===== config.mk =====
export PLATFORM = sky130hd
export DESIGN_NAME = qrs_div_cell
export DESIGN_NICKNAME = d
export VERILOG_FILES = /design/src/sv/qrs_div_cell.sv
export SDC_FILE = /design/constraint.sdc
export NUM_CORES = 1
export LEC_CHECK = 0
export BUFFER_PORTS_ARGS = -buffer_cell sky130_fd_sc_hd__buf_2
export CAP_MARGIN = 20
export CORE_MARGIN = 4
export CORE_UTILIZATION = 35
export DETAILED_ROUTE_END_ITERATION = 8
export GPL_TIMING_DRIVEN = 0
export HOLD_SLACK_MARGIN = 0.05
export PLACE_DENSITY_LB_ADDON = 0.12
export SYNTH_ARGS = -nofsm -noshare
export SYNTH_HDL_FRONTEND = slang
export SYNTH_SLANG_ARGS = --single-unit

===== constraint.sdc =====
create_clock -name clock -period 2.7 [get_ports clock]
set_clock_uncertainty 0.15 [all_clocks]
set_input_delay 0.27 -clock clock [delete_from_list [all_inputs] [get_ports clock]]
set_output_delay 0.27 -clock clock [all_outputs]
set_load 0.02 [all_outputs]

===== src/sv/qrs_div_cell.sv =====
// One cell of the divider chain: one quotient bit per beat for both roots.
// Standalone; instantiated in a row by the top level.
module qrs_div_cell #(
   parameter int NW = 34,
   parameter int DNW = 17,
   parameter int TW = 4
) (
   input  logic                clock,
   input  logic                reset,
   input  logic                en,
   input  logic                valid_i,
   input  logic [DNW-1:0]      den_i,
   input  logic [1:0][DNW-1:0] rem_i,
   input  logic [1:0][NW-1:0]  nq_i,
   input  logic [TW-1:0]       tag_i,
   output logic                valid_o,
   output logic [DNW-1:0]      den_o,
   output logic [1:0][DNW-1:0] rem_o,
   output logic [1:0][NW-1:0]  nq_o,
   output logic [TW-1:0]       tag_o
);
   logic                valid_ff;
   logic [DNW-1:0]      den_ff;
   logic [1:0][DNW-1:0] rem_ff, rem_in;
   logic [1:0][NW-1:0]  nq_ff, nq_in;
   logic [TW-1:0]       tag_ff;
   logic [DNW:0]        rcat, diff;
   logic                ge;

   always_comb begin
      for (int l = 0; l < 2; l++) begin
         rcat      = {rem_i[l], nq_i[l][NW-1]};
         diff      = rcat - {1'b0, den_i};
         ge        = (rcat >= {1'b0, den_i});
         rem_in[l] = ge ? diff[DNW-1:0] : rcat[DNW-1:0];
         nq_in[l]  = {nq_i[l][NW-2:0], ge};
      end
   end

   always_ff @(posedge clock) begin
      if (reset) begin
         valid_ff <= 1'b0;
      end else if (en) begin
         valid_ff <= valid_i;
      end
      if (en) begin
         den_ff <= den_i;
         rem_ff <= rem_in;
         nq_ff  <= nq_in;
         tag_ff <= tag_i;
      end
   end

   assign valid_o = valid_ff;
   assign den_o   = den_ff;
   assign rem_o   = rem_ff;
   assign nq_o    = nq_ff;
   assign tag_o   = tag_ff;
endmodule


==> results.txt <==
most frequent cells in the layout -> buf_2 (254), edfxtp_1 (123), dlygate4sd3_1 (119), nand2_1 (34), ha_1 (34)
total grt overflow -> 0
Max Freq -> 387.6 MHz
Syn Inst Count -> 444
clock network fraction of total power -> 37.4%
Die X -> 139.0 um
sequential area share after synthesis -> 61.86%
busiest grt layer -> met2
Max-slew headroom -> 56.56%
clock sink count -> 124
commonest non-fill, non-tap cell in the layout -> buf_2
# DRC -> 0
Max Cap Violations -> 0
CTS buffer count -> 17
Clock Path Buffers -> 2
M1 GR Usage -> 21.64%
Inst Count DP -> 915
Port Buffers -> 250
first-pass GRT wire length -> 28350 um
P_int -> 0.004326 W
Reg power frac -> 39.8%
# IOs -> 251
die height -> 139.0 um
Root Driver -> clkbuf_16
Core Area -> 16700 um^2
worst hold slack -> 0.07172 ns
clk slew on worst S/H paths -> 0.06 ns
M3 GR Usage -> 6.207%
routed wire length per instance -> 17.22 um
Layout area overhead -> 56.59%
count of final setup violators -> 0
worst endpoint required time -> 2.70 ns
DRT Pass-1 Iters -> 4
Yosys cell types -> 61
Tcrit/Tclk final -> 95.56%
Slew Viols, Final -> 0
Mapped Nets -> 607
largest net degree at the start of global routing -> 84
critical path endpoint category -> flip-flop
CTS tree -> done
synthesized area per cell -> 13.52 um^2
Startpoint Class -> input pin
WP data arrival -> 2.58 ns
total number of vias -> 5141
Avg Vias per Cell -> 4.800
Min Clock Period, post-route -> 2.580 ns
row count -> 47
NumNets Final -> 1000
run status -> complete, no violations
layout cells sized above 1 -> 39.06%
prevailing post-synth register cell -> edfxtp_1
Die ar. -> 19310 um^2
Final Wtd Congestion -> 0.9016
Comb power frac -> 22.8%
fin util -> 56.29%
antenna viol nets, final -> 0
drt initial violations -> 283
setup TNS -> 0 ns
final WL -> 18440 um
non-filler cells, final -> 1071
vias in the first global route -> 5256
Initial Util -> 35.95%
worst-margin pin slew -> 0.6352 ns
FILL cells -> 1440
final hold vios -> 0
GRT met2 Usage -> 32.32%
H-tree level count -> 4
Max FO, Critical Path -> 10
Synth warnings -> 0
asr flop ratio synth -> 0%
Total GRT Usage -> 18.70%
post-route total power -> 0.006032 W
Post-DP HPWL -> 13430 um
Power per Cell Area -> 641.6 nW/um^2
Peak VDD IR -> 0.3836 mV
initial antenna violation count -> 1
FF+latch count, synth -> 124
Leak -> 4.101 nW
sw frac -> 28.28%
Synth Cell Area -> 6003 um^2
Hold Path Class -> input pin to flip-flop
switching power -> 0.001706 W
clk_lat worst skew -> 0.41 ns
Post-synth EDFFs -> 123
critical path start-end classification -> input pin to flip-flop
-- stage by stage --
| stage | setup WS [ns] | cell area (um^2) |
|---|---|---|
| global placement | -0.4221 | 7530 |
| floorplan | 0.05984 | 6003 |
| finish | 0.1198 | 9400 |
| CTS | 0.02757 | 9346 |
| detailed placement | -0.4189 | 7564 |
| global route | -0.001170 | 9398 |
-- worst paths after layout --
check	start	endpoint	slack, ns	cells past startpoint
max	nq_i[67]	rem_o[25]$_DFFE_PP_	0.12	12
min	rem_i[1]	rem_o[2]$_DFFE_PP_	0.07	2
max reg2reg	valid_o$_SDFFE_PP0P_	valid_o$_SDFFE_PP0P_	1.41	3
min reg2reg	valid_o$_SDFFE_PP0P_	valid_o$_SDFFE_PP0P_	0.91	3
-- kinds of logic after synthesis --
logic type	Yosys count	share of synthesized area, %
adders and majority gates	36	7.753
xor gates and xnor gates	19	2.772
buffers and inverters	38	2.855
muxes	22	4.356
AOI/OAI and AO/OA	112	12.90
and+or+nand+nor	93	7.503
DFF	124	61.86
-- synth_stat cells (all sizes together) (2+ instances only) --
library cell  instances  share of area [%]
edfxtp              123                 62
ha                   34                7.1
nand2                34                2.1
inv                  27                1.7
a21oi                26                2.2
mux2                 21                4.2
o21ai                21                2.0
nor2                 17                1.1
xnor2                16                2.3
a21o                 15                1.9
nand3                13                1.1
o21a                 10                1.3
buf                   8               0.98
o31ai                 6               0.75
and2                  5               0.54
a211oi                4               0.50
and4                  4               0.58
a2111oi               3               0.44
a31oi                 3               0.31
clkbuf                3               0.19
nor2b                 3               0.31
nor3                  3               0.25
nor3b                 3               0.38
o211ai                3               0.46
or2                   3               0.31
xor2                  3               0.44
a311oi                2               0.29
and3                  2               0.21
fa                    2               0.67
nand4                 2               0.21
o21bai                2               0.25
o31a                  2               0.29
-- metal layers --
metal  wire length [um]  up-vias
met5                 17        -
met4                369        2
met3               1463       28
met2               9211      233
met1               7379     2382
li1                   -     2496
-- power groups by stage --
stage,Clock [W],Sequential (W),Combinational [W]
5_1_grt,0.00241,0.00242,0.00149
3_3_place_gp,0,0.00244,0.00121
6_report,0.00226,0.00240,0.00138
2_1_floorplan,0,0.00270,0.000497
4_1_cts,0.00232,0.00240,0.00137
3_5_place_dp,0,0.00244,0.00122
-- registers in the layout, summed over array words and instances (netlist names) --
name,count
den_o,17
valid_o,1
nq_o,68
rem_o,34
tag_o,4
-- repair_timing --
item | 4_1_cts | 5_1_grt
hold buffers | 119 | 0
setup endpoints to repair | 1 | 20
endpoints found under the hold margin | 118 | 0
pin swaps | 0 | 2
buffers inserted | 0 | 4
gates resized for setup | 1 | 4
-- final cells by class --
cell class              instances  area, um^2  share of cell area [%]
diodes                          1       2.502                 0.02662
flip-flops and latches        124        3714                   39.50
plain buffers                  11       70.07                  0.7454
repair buffers                374        2506                   26.66
clock inverters                15       162.7                   1.730
well taps                     220       275.3                   2.928
clock buffers                  17       425.4                   4.525
inverters                      27       101.3                   1.078
multi-input cells             282        2143                   22.80
-- critical path, cell delays in order --
cell and delay (ns):
buf_2 0.12, inv_1 0.06, ha_1 0.15, inv_1 0.05, fa_1 0.41, a21o_1 0.21
and2_1 0.18, o31a_1 0.30, o21ai_4 0.26, inv_2 0.09, buf_6 0.16, mux2_4 0.30
Power figures use the tool's default switching activity.
