**src/sv/qrs_sqrt_cell.sv**
```systemverilog
// One cell of the square root chain: settles one root bit per beat.
// Standalone; instantiated in a row by the top level.
module qrs_sqrt_cell #(
   parameter int RW = 33,
   parameter int TW = 34
) (
   input  logic            clock,
   input  logic            reset,
   input  logic            en,
   input  logic            valid_i,
   input  logic [2*RW-1:0] rad_i,
   input  logic [RW:0]     rem_i,
   input  logic [RW-1:0]   root_i,
   input  logic [TW-1:0]   tag_i,
   output logic            valid_o,
   output logic [2*RW-1:0] rad_o,
   output logic [RW:0]     rem_o,
   output logic [RW-1:0]   root_o,
   output logic [TW-1:0]   tag_o
);
   logic            valid_ff;
   logic [2*RW-1:0] rad_ff, rad_in;
   logic [RW:0]     rem_ff, rem_in;
   logic [RW-1:0]   root_ff, root_in;
   logic [TW-1:0]   tag_ff;
   logic [RW+2:0]   rcat, trial, diff;
   logic            ge;

   always_comb begin
      rcat    = {rem_i, rad_i[2*RW-1 -: 2]};
      trial   = {1'b0, root_i, 2'b01};
      diff    = rcat - trial;
      ge      = (rcat >= trial);
      rem_in  = ge ? diff[RW:0] : rcat[RW:0];
      root_in = {root_i[RW-2:0], ge};
      rad_in  = {rad_i[2*RW-3:0], 2'b00};
   end

   always_ff @(posedge clock) begin
      if (reset) begin
         valid_ff <= 1'b0;
      end else if (en) begin
         valid_ff <= valid_i;
      end
      if (en) begin
         rad_ff  <= rad_in;
         rem_ff  <= rem_in;
         root_ff <= root_in;
         tag_ff  <= tag_i;
      end
   end

   assign valid_o = valid_ff;
   assign rad_o   = rad_ff;
   assign rem_o   = rem_ff;
   assign root_o  = root_ff;
   assign tag_o   = tag_ff;
endmodule

```
**config.mk**
```make
export PLATFORM = sky130hd
export DESIGN_NAME = qrs_sqrt_cell
export DESIGN_NICKNAME = d
export VERILOG_FILES = /design/src/sv/qrs_sqrt_cell.sv
export SDC_FILE = /design/constraint.sdc
export NUM_CORES = 1
export LEC_CHECK = 0
export ABC_AREA = 1
export BUFFER_PORTS_ARGS = -buffer_cell sky130_fd_sc_hd__buf_2
export CORE_MARGIN = 2
export CORE_UTILIZATION = 50
export DETAILED_ROUTE_END_ITERATION = 12
export GPL_TIMING_DRIVEN = 1
export HOLD_SLACK_MARGIN = 0.06
export PLACE_DENSITY = 0.83
export SLEW_MARGIN = 20
export SYNTH_ARGS = -nofsm -noshare
export SYNTH_HDL_FRONTEND = slang
export SYNTH_SLANG_ARGS = --single-unit
```
**constraint.sdc**
```tcl
create_clock -name clock -period 3.5 [get_ports clock]
set_clock_uncertainty 0.05 [all_clocks]
set_input_delay 0.7 -clock clock [delete_from_list [all_inputs] [get_ports clock]]
set_output_delay 0.7 -clock clock [all_outputs]
set_load 0.05 [all_outputs]
```
==> flow_metrics.py, run 1 <==
metrics = {
    "hold_path": {
        "min_to": "valid_o",
        "min_path_cells": 2,
        "hp-start": "reset",
        "min_path_type": "primary input to register",
    },
    "global_route": {
        "grt_pass1_vias": 6539,
        "antenna_found_initial": 2,
        "grt_max_degree": 167,
        "gr-total-overflow": 0,
        "grtUsageTotal": 0.248,
        "grt_pass1_wl_um": 33600,
    },
    "pwr": {
        "p_per_area_nw_per_um2": 547,
        "irDropWorstVdd_mv": 0.332,
        "leakagePower_nw": 5.37,
        "finalPower_w": 0.00583,
    },
    "die": {
        "coreArea_um2": 15900,
        "dieHeight_um": 132,
        "dieWidth_um": 132,
        "rows": 46,
        "ios": 339,
        "initial_utilization": 0.514,
        "die_area_um2": 17400,
    },
    "yosys": {
        "ys_ff_latch": 166,
        "ys_types": 34,
        "synth_top_flop_cell": "edfxtp_1",
        "post_synth.cell_area_avg_um2": 10.0,
        "synthArstFlopShare": 0,
        "synth_area_um2": 8190,
        "synth-edff-count": 165,
        "postSynthCellCount": 817,
        "yosys_warnings": 0,
        "yosysSeqAreaShare": 0.607,
    },
    "placed_design": {
        "dp_slack_ps": 630,
        "placed_area_um2": 10100,
        "place_congestion": 0.967,
        "io_buffers": 336,
        "dp_hpwl_um": 17000,
    },
    "worst_setup_path": {
        "cp.arrival_ps": 2630,
        "worstSetupPathType": "primary input to register",
        "rr_endpoint": "valid_o",
        "r2r_start": "valid_o",
        "endpoint_kind": "register",
        "rrSetupSlack_ps": 2870,
        "critPathLaunchType": "primary input",
        "required_ps": 3640,
        "cp_max_fo": 4,
        "r2r_cells": 2,
    },
    "clocking": {
        "clock_latency_ps": 420,
        "clk_pin_slew_worst_paths_ps": 70,
        "cts_max_path_buffers": 2,
        "root_buffer": "clkbuf_16",
        "cts_setup_buffers": 0,
        "cts-hold-fix-buffers": 0,
        "cts.sinks": 166,
        "cts_tree": "done",
        "cts-htree-levels": 4,
        "cts_made_buffers": 17,
        "cts.repair.resized": 0,
    },
    "sta": {
        "slew_viol_final": 0,
        "setup_viol": 0,
        "holdWs_ps": 377,
        "setup_tns_ps": 0,
        "setup_slack_ps": 1010,
        "period_share": 0.712,
        "fmax_mhz": 401,
        "hold_viol": 0,
        "layout_min_cycle_time_ps": 2490,
        "relSlewSlack": 0.406,
        "worst_slew_pin_slew_ps": 891,
        "rsz0062_at_grt": "false",
    },
    "finish": {
        "nets": 1372,
        "multi_input_area_um2": 2590,
        "area_growth_pct": 30.2,
        "stdcell_area_um2": 10700,
        "fill_cells": 1313,
        "seqCellArea_um2": 4970,
        "drive_gt1_frac": 0.350,
    },
    "routing": {
        "vias": 6790,
        "drtPass1Iterations": 5,
        "drt-vias-per-instance": 4.86,
        "wl_um": 22000,
        "drtAntennaViolNets": 0,
        "drc": 0,
        "drtIter0Drc": 517,
        "wl_per_cell_um": 15.8,
    },
    "flow_run": {
        "cap_violations": 0,
    },
    "status": {
        "status": "finished, final reports clean",
    },
}
routing by layer:
| layer | part of all wire | track usage |
|---|---|---|
| met5 | 0 | 0 |
| met1 | 0.38 | 0.285 |
| met4 | 0.034 | 0.101 |
| met2 | 0.52 | 0.449 |
| met3 | 0.071 | 0.0542 |
worst max path at each step:
stage | start | to | cells after the start
global placement | root_i[13] | rem_o[18] | 14
floorplan | root_i[8] | rem_o[29] | 14
detailed placement | root_i[13] | rem_o[23] | 14
global route | root_i[13] | rem_o[19] | 14
finish | root_i[4] | rem_o[29] | 12
CTS | root_i[13] | rem_o[23] | 14
cell usage in the layout, fill, tap and decap left out, types with 3 or more instances in the layout:
| cell type | count |
|---|---|
| nand3b_1 | 5 |
| buf_2 | 335 |
| xor2_1 | 16 |
| inv_8 | 5 |
| nand3_1 | 37 |
| nor2_2 | 6 |
| clkinv_4 | 3 |
| and2_1 | 3 |
| nand2_1 | 262 |
| clkbuf_16 | 17 |
| inv_6 | 3 |
| inv_1 | 140 |
| nor2_1 | 46 |
| nand4_1 | 6 |
| nand2_2 | 28 |
| o21bai_1 | 3 |
| a21oi_1 | 24 |
| ha_1 | 35 |
| edfxtp_1 | 165 |
| o21ai_0 | 11 |
| nor3_1 | 4 |
| clkinv_8 | 3 |
stage by stage:
| stage | utilization | std cells |
|---|---|---|
| 5_1_grt | 0.669 | 1397 |
| 3_5_place_dp | 0.632 | 1363 |
| 3_3_place_gp | 0.632 | 1363 |
| 6_report | 0.669 | 1397 |
| 4_1_cts | 0.669 | 1395 |
| 2_1_floorplan | - | 818 |
cell families after synthesis:
| kind of cell | count (synthesis) | share of synthesized area |
|---|---|---|
| muxes | 1 | 0.00122 |
| and+or+nand+nor | 405 | 0.214 |
| AOI/OAI and AO/OA | 41 | 0.0269 |
| adders and majority gates | 35 | 0.0534 |
| xor gates and xnor gates | 18 | 0.0192 |
| buffers and inverters | 150 | 0.0776 |
| other | 1 | 0.000458 |
| DFF | 166 | 0.607 |
cell usage after synthesis (2+ instances only):
master,n,area (µm²)
nor2_4,2,22.5
ha_1,35,438
nand3b_1,5,37.5
nor2_2,6,37.5
nand3_1,37,185
o21ai_0,11,55.1
inv_1,140,526
nand2_2,28,175
nand4_1,6,37.5
nand2_1,262,983
xor2_1,16,140
nor3_1,4,20.0
xnor2_1,2,17.5
a21oi_1,24,120
o21bai_1,3,22.5
buf_6,4,45.0
a21oi_2,2,17.5
edfxtp_1,165,4950
buf_4,2,15.0
and2_1,3,18.8
nand3_2,2,20.0
nor2_1,46,173
report_power, final:
group          leakage (nW)  internal [W]  switching (W)
logic                  3.46      0.000373        0.00118
registers              1.62       0.00241      0.0000433
clock network         0.282      0.000952       0.000876
total                  5.37       0.00373        0.00210
critical path, stage by stage:
cell,delay (ps)
buf_2,100
inv_1,40
ha_1,350
nand2_1,130
nor2_1,230
nand2_1,80
o21ai_1,480
nand2_1,200
nand2_1,110
nand2_1,60
nand3_1,110
nand2_1,50
state kept, by name (all words and copies together), names as in the netlist:
register and flops:
rad_o 64, valid_o 1, rem_o 34, tag_o 34, root_o 33
final cells by class:
class,instances,area share
inverters,142,0.0507
repair buffers,337,0.160
clock inverters,15,0.0148
flip-flops and latches,166,0.466
diodes,2,0.000469
well taps,216,0.0253
multi-input cells,502,0.243
clock buffers,17,0.0399
Power figures use the tool's default switching activity.
==> inputs of run 2 (changes only) <==
CORE_UTILIZATION = 49   (was 50)
PLACE_DENSITY = 0.81   (was 0.83)
clock period = 2.6 ns   (was 3.5 ns; I/O delays follow)
==> run 2 against run 1 <==
Combinational power is 41% higher; critical path depth up 2; critical endpoint is now rem_o[23]; power up 36%; first-iteration DRC count shrank 12%; setup slack worse by 570 ps; sequential share of layout area down 1.3 points; highest routed layer unchanged.
==> flow_metrics.py, run 2 (synthesis results as in run 1) <==
metrics = {
    "global_route": {
        "gr-total-overflow": 0,
        "grt_max_degree": 50,
        "grtUsageTotal": 0.251,
        "antenna_found_initial": 1,
        "grt_pass1_vias": 6727,
        "grt_pass1_wl_um": 34300,
    },
    "die": {
        "coreArea_um2": 16500,
        "rows": 47,
        "dieWidth_um": 133,
        "dieHeight_um": 133,
        "initial_utilization": 0.498,
        "die_area_um2": 17800,
        "ios": 339,
    },
    "finish": {
        "nets": 1411,
        "drive_gt1_frac": 0.371,
        "area_growth_pct": 34.1,
        "final_cell_mix": "buf_2 (335), nand2_1 (262), edfxtp_1 (165)",
        "stdcell_area_um2": 11000,
        "fill_cells": 1324,
        "fin_cells": 1439,
        "layout_commonest_cell": "buf_2",
        "largest_reg_flops": 64,
    },
    "clocking": {
        "cts_setup_buffers": 0,
        "cts_tree": "done",
        "cts_made_buffers": 17,
        "cts.sinks": 166,
        "clk_pin_slew_worst_paths_ps": 70,
        "cts-hold-fix-buffers": 0,
        "cts_max_path_buffers": 2,
        "cts.repair.resized": 0,
        "cts-htree-levels": 4,
        "root_buffer": "clkbuf_16",
        "clock_latency_ps": 420,
    },
    "routing": {
        "wl_per_cell_um": 15.5,
        "wl_um": 22300,
        "drtPass1Iterations": 5,
        "drtIter0Drc": 454,
        "drc": 0,
        "vias": 6830,
        "drt-vias-per-instance": 4.75,
        "drtAntennaViolNets": 0,
    },
    "sta": {
        "rsz0062_at_grt": "false",
        "setup_slack_ps": 434,
        "layout_min_cycle_time_ps": 2170,
        "setup_tns_ps": 0,
        "fmax_mhz": 462,
        "hold_viol": 0,
        "slew_viol_final": 0,
        "period_share": 0.833,
        "setup_viol": 0,
    },
    "placed_design": {
        "place_congestion": 0.974,
        "dp_hpwl_um": 17800,
        "dp_cells": 1406,
        "placed_area_um2": 10400,
        "io_buffers": 336,
        "dp_slack_ps": 22.5,
    },
    "worst_setup_path": {
        "cp.arrival_ps": 2300,
        "cp_max_fo": 33,
        "endpoint_kind": "register",
        "required_ps": 2730,
        "cp_slowest_cell": "ha_1",
        "crit_chain": "buf_2, inv_1, ha_1, nand2_2, nor2_2, nand2_1, nor2_1, nand2_1, nand2_2, nand2_4, nand2_8, inv_8, nand2_2, nand2_1",
        "critPathLaunchType": "primary input",
        "max_stage_delay_ps": 360,
        "worstSetupPathType": "primary input to register",
    },
    "pwr": {
        "p_sw_w": 0.00282,
        "power.share.clock": 0.308,
        "pwr-share-seq": 0.416,
        "leakagePower_nw": 5.56,
        "p_per_area_nw_per_um2": 721,
        "irDropWorstVdd_mv": 0.442,
        "p_sw_frac": 0.356,
        "combPwrFrac": 0.276,
        "p_int_w": 0.00510,
    },
    "flow_run": {
        "cap_violations": 0,
    },
    "hold_path": {
        "min_path_type": "primary input to register",
    },
    "status": {
        "status": "finished, final reports clean",
    },
}
[run 2: cell count changes in the layout (fill, tap and decap cells not counted)]
| cell | delta |
|---|---|
| clkinv_4 | +1 |
| buf_12 | +2 |
| diode_2 | -1 |
| inv_8 | +2 |
| inv_6 | -2 |
| buf_4 | +37 |
| clkinv_8 | -1 |
[run 2: final timing paths]
| kind | slack, ps | cells after the start | start | to |
|---|---|---|---|---|
| setup / recovery | 430 | 14 | root_i[13] | rem_o[23] |
| hold / removal | 200 | 2 | reset | valid_o |
| setup reg to reg | 1950 | 2 | valid_o | valid_o |
| hold reg to reg | 470 | 2 | valid_o | valid_o |
[run 2: power by group through the flow]
stage	logic (W)	clock network [W]	registers (W)
detailed placement	0.00218	0	0.00336
finish	0.00218	0.00244	0.00330
CTS	0.00219	0.00248	0.00330
global placement	0.00215	0	0.00335
floorplan	0.000603	0	0.00426
global route	0.00232	0.00260	0.00332
[run 2: worst max-delay path: cells and delay by family]
kind / cells / cell delay [ps]
AND/OR/NAND/NOR: 10 / 1130
adder cells (fa/ha/maj): 1 / 360
buffers and inverters: 3 / 250
[run 2: layer usage]
layer	global-route usage	vias up	wire length (µm)
met5	0	-	0
met4	0.0999	0	704
met3	0.0575	46	1470
met2	0.443	270	11400
met1	0.298	3102	8770
li1	-	3412	-
[run 2: cell type report]
| type | count | area, µm² | share of cell area |
|---|---|---|---|
| well taps | 220 | 275 | 0.0251 |
| clock buffers | 17 | 425 | 0.0387 |
| flip-flops and latches | 166 | 4970 | 0.453 |
| multi-input cells | 502 | 2590 | 0.236 |
| clock inverters | 15 | 155 | 0.0141 |
| inverters | 142 | 541 | 0.0492 |
| repair buffers | 376 | 2030 | 0.184 |
| diodes | 1 | 2.50 | 0.000228 |
[run 2: per-stage QoR]
step | hold WS (ps) | power, W | util
floorplan | 542 | 0.00486 | -
global route | 182 | 0.00824 | 0.667
finish | 200 | 0.00792 | 0.667
global placement | 421 | 0.00550 | 0.632
detailed placement | 451 | 0.00553 | 0.632
CTS | 176 | 0.00797 | 0.667
==> inputs of run 3 (changes only) <==
ABC_AREA = 0   (was 1)
CORE_UTILIZATION = 42   (was 49)
PLACE_DENSITY = 0.76   (was 0.81)
clock period = 1.7 ns   (was 2.6 ns; I/O delays follow)
==> run 3 against run 2 <==
Highest routed layer unchanged; combinational power is 95% higher; design area grew 21%; count of clock-buffer cells in the layout unchanged; critical path depth decreased by 3; largest power group unchanged; the flow now finishes with violations (negative setup slack); power increased by 66%; setup slack lost 1000 ps; sequential share of layout area shrank 7.7 points; critical endpoint is now rem_o[25]; hold slack got worse by 120 ps.
==> flow_metrics.py, run 3 <==
metrics = {
    "status": {
        "status": "complete, but fails checks",
        "failed_checks": "negative setup slack",
    },
    "routing": {
        "vias": 7333,
        "drtAntennaViolNets": 0,
        "drt-vias-per-instance": 5.18,
        "wl_per_cell_um": 20.0,
        "wl_um": 28300,
        "drtPass1Iterations": 5,
        "drc": 0,
        "drtIter0Drc": 415,
    },
    "sta": {
        "setup_viol": 35,
        "hold_viol": 0,
        "slew_viol_final": 0,
        "fmax_mhz": 438,
        "layout_min_cycle_time_ps": 2280,
        "setup_slack_ps": -581,
        "rsz0062_at_grt": "true",
        "period_share": 1.34,
    },
    "die": {
        "initial_utilization": 0.426,
        "rows": 48,
        "die_area_um2": 18500,
        "ios": 339,
        "dieHeight_um": 136,
        "coreArea_um2": 17200,
        "dieWidth_um": 136,
    },
    "pwr": {
        "leakagePower_nw": 5.83,
        "p_per_area_nw_per_um2": 992,
        "irDropWorstVdd_mv": 0.714,
        "finalPower_w": 0.0132,
    },
    "hold_path": {
        "min_to": "root_o[13]",
        "min_path_cells": 1,
        "hp-start": "root_i[12]",
        "min_path_type": "primary input to register",
    },
    "placed_design": {
        "io_buffers": 336,
        "place_congestion": 0.880,
        "dp_hpwl_um": 16800,
        "dp_slack_ps": -1100,
        "dp_cells": 1223,
        "placed_area_um2": 10500,
    },
    "clocking": {
        "cts.sinks": 166,
        "clock_latency_ps": 420,
        "cts_tree": "done",
        "cts-htree-levels": 4,
        "clk_pin_slew_worst_paths_ps": 70,
        "root_buffer": "clkbuf_16",
        "cts_max_path_buffers": 2,
        "cts_made_buffers": 17,
    },
    "yosys": {
        "synth_most_common_cell": "edfxtp_1",
        "ys_ff_latch": 166,
        "synth_area_um2": 7320,
        "synth_top_area_share": 0.677,
        "synth_common_cells": "edfxtp_1 (165), nand2_1 (47), inv_1 (45)",
        "synth.area.top_cells": "edfxtp_1 (68%), ha_1 (6.0%), o21ai_0 (2.9%)",
        "synth-edff-count": 165,
        "yosysSeqAreaShare": 0.680,
        "synthArstFlopShare": 0,
        "synth_largest_area_cell": "edfxtp_1",
        "postSynthCellCount": 544,
        "ys_types": 54,
        "yosys_warnings": 0,
        "post_synth.cell_area_avg_um2": 13.5,
        "synth_top_flop_cell": "edfxtp_1",
    },
    "finish": {
        "layout_commonest_cell": "buf_2",
        "largest_reg_flops": 64,
        "diodes": 0,
        "drive_gt1_frac": 0.537,
        "stdcell_area_um2": 13300,
        "fill_cells": 987,
        "final_cell_mix": "buf_2 (314), edfxtp_1 (165), buf_4 (150)",
        "area_growth_pct": 81.1,
        "nets": 1384,
        "fin_cells": 1416,
    },
    "worst_setup_path": {
        "cp_max_fo": 5,
        "required_ps": 1910,
        "critPathLaunchType": "primary input",
        "endpoint_kind": "register",
        "rr_endpoint": "valid_o",
        "r2r_cells": 2,
        "max_stage_delay_ps": 440,
        "r2r_start": "valid_o",
        "cp.arrival_ps": 2490,
        "cp_slowest_cell": "or4_4",
        "worstSetupPathType": "primary input to register",
        "rrSetupSlack_ps": 1060,
        "crit_chain": "buf_2, inv_1, ha_2, a21oi_2, o21ai_1, a211oi_2, o211ai_1, nand2_1, nand2_2, or4_4, a41oi_2",
    },
    "global_route": {
        "grtUsageMet1": 0.317,
        "antenna_found_initial": 0,
        "grtUsageTotal": 0.287,
        "gr-usage-met2": 0.537,
        "grt_pass1_vias": 7465,
        "gr-total-overflow": 0,
        "grt.busiest_layer": "met2",
        "grt_max_degree": 30,
        "grt_use_met3": 0.0600,
        "grt_pass1_wl_um": 40100,
    },
    "flow_run": {
        "cap_violations": 0,
    },
}
run 3: power by group:
part / switching (W) / leakage (nW) / total (W) / internal [W]
logic: 0.00267 / 3.93 / 0.00425 / 0.00158
registers: 0.000126 / 1.62 / 0.00509 / 0.00497
clock network: 0.00184 / 0.286 / 0.00381 / 0.00197
run 3: cell families after synthesis:
family          Yosys count  synth area share
buf+inv                  61            0.0335
mux                       4           0.00701
xor+xnor                 26            0.0311
other cells               1          0.000513
flops                   166             0.680
fa+ha+maj                35            0.0598
simple gates            116            0.0747
compound gates          135             0.113
run 3: layer usage:
metal  vias up  part of all wire
met4         0             0.049
met3       112             0.059
li1       3307                 -
met5         -                 0
met2       393              0.53
met1      3521              0.36
run 3: repair_timing:
action / CTS / global route
pin swaps: 43 / 29
endpoints found under the setup margin: 35 / 35
endpoints found under the hold margin: 121 / 3
gates cloned: 2 / 2
resized for setup: 84 / 77
setup buffers: 25 / 10
hold buffers: 121 / 3
run 3: worst max-delay path by stage:
stage,start,endpoint,cells past startpoint
final,root_i[14],rem_o[25],11
after global routing,root_i[16],rem_o[25],11
after CTS,root_i[3],rem_o[7],14
after detailed placement,root_i[15],rem_o[7],13
after global placement,rem_i[16],rem_o[7],12
after floorplan,root_i[11],rem_o[24],11
run 3: critical path: cells and delay by family:
kind,cells,cell delay [ps]
buffers and inverters,2,180
adder cells (fa/ha/maj),1,310
AND/OR/NAND/NOR,3,650
AO/OA/AOI/OAI,5,1030
run 3: cell type report:
cell class | instances | area [µm²] | share of cell area
Sequential cell | 166 | 4970 | 0.375
Timing Repair Buffer | 629 | 4490 | 0.339
Multi-Input combinational cell | 318 | 2720 | 0.205
Clock buffer | 17 | 425 | 0.0321
Tap cell | 225 | 282 | 0.0212
Inverter | 46 | 198 | 0.0149
Clock inverter | 15 | 156 | 0.0118
run 3: metrics by stage:
stage	TNS (ps)	hold slack, ps	util
CTS	-14500	60.1	0.747
global placement	-32140	424	0.609
detailed placement	-34550	439	0.609
global route	-19640	64.2	0.771
finish	-17440	80.6	0.771
floorplan	-25130	362	-
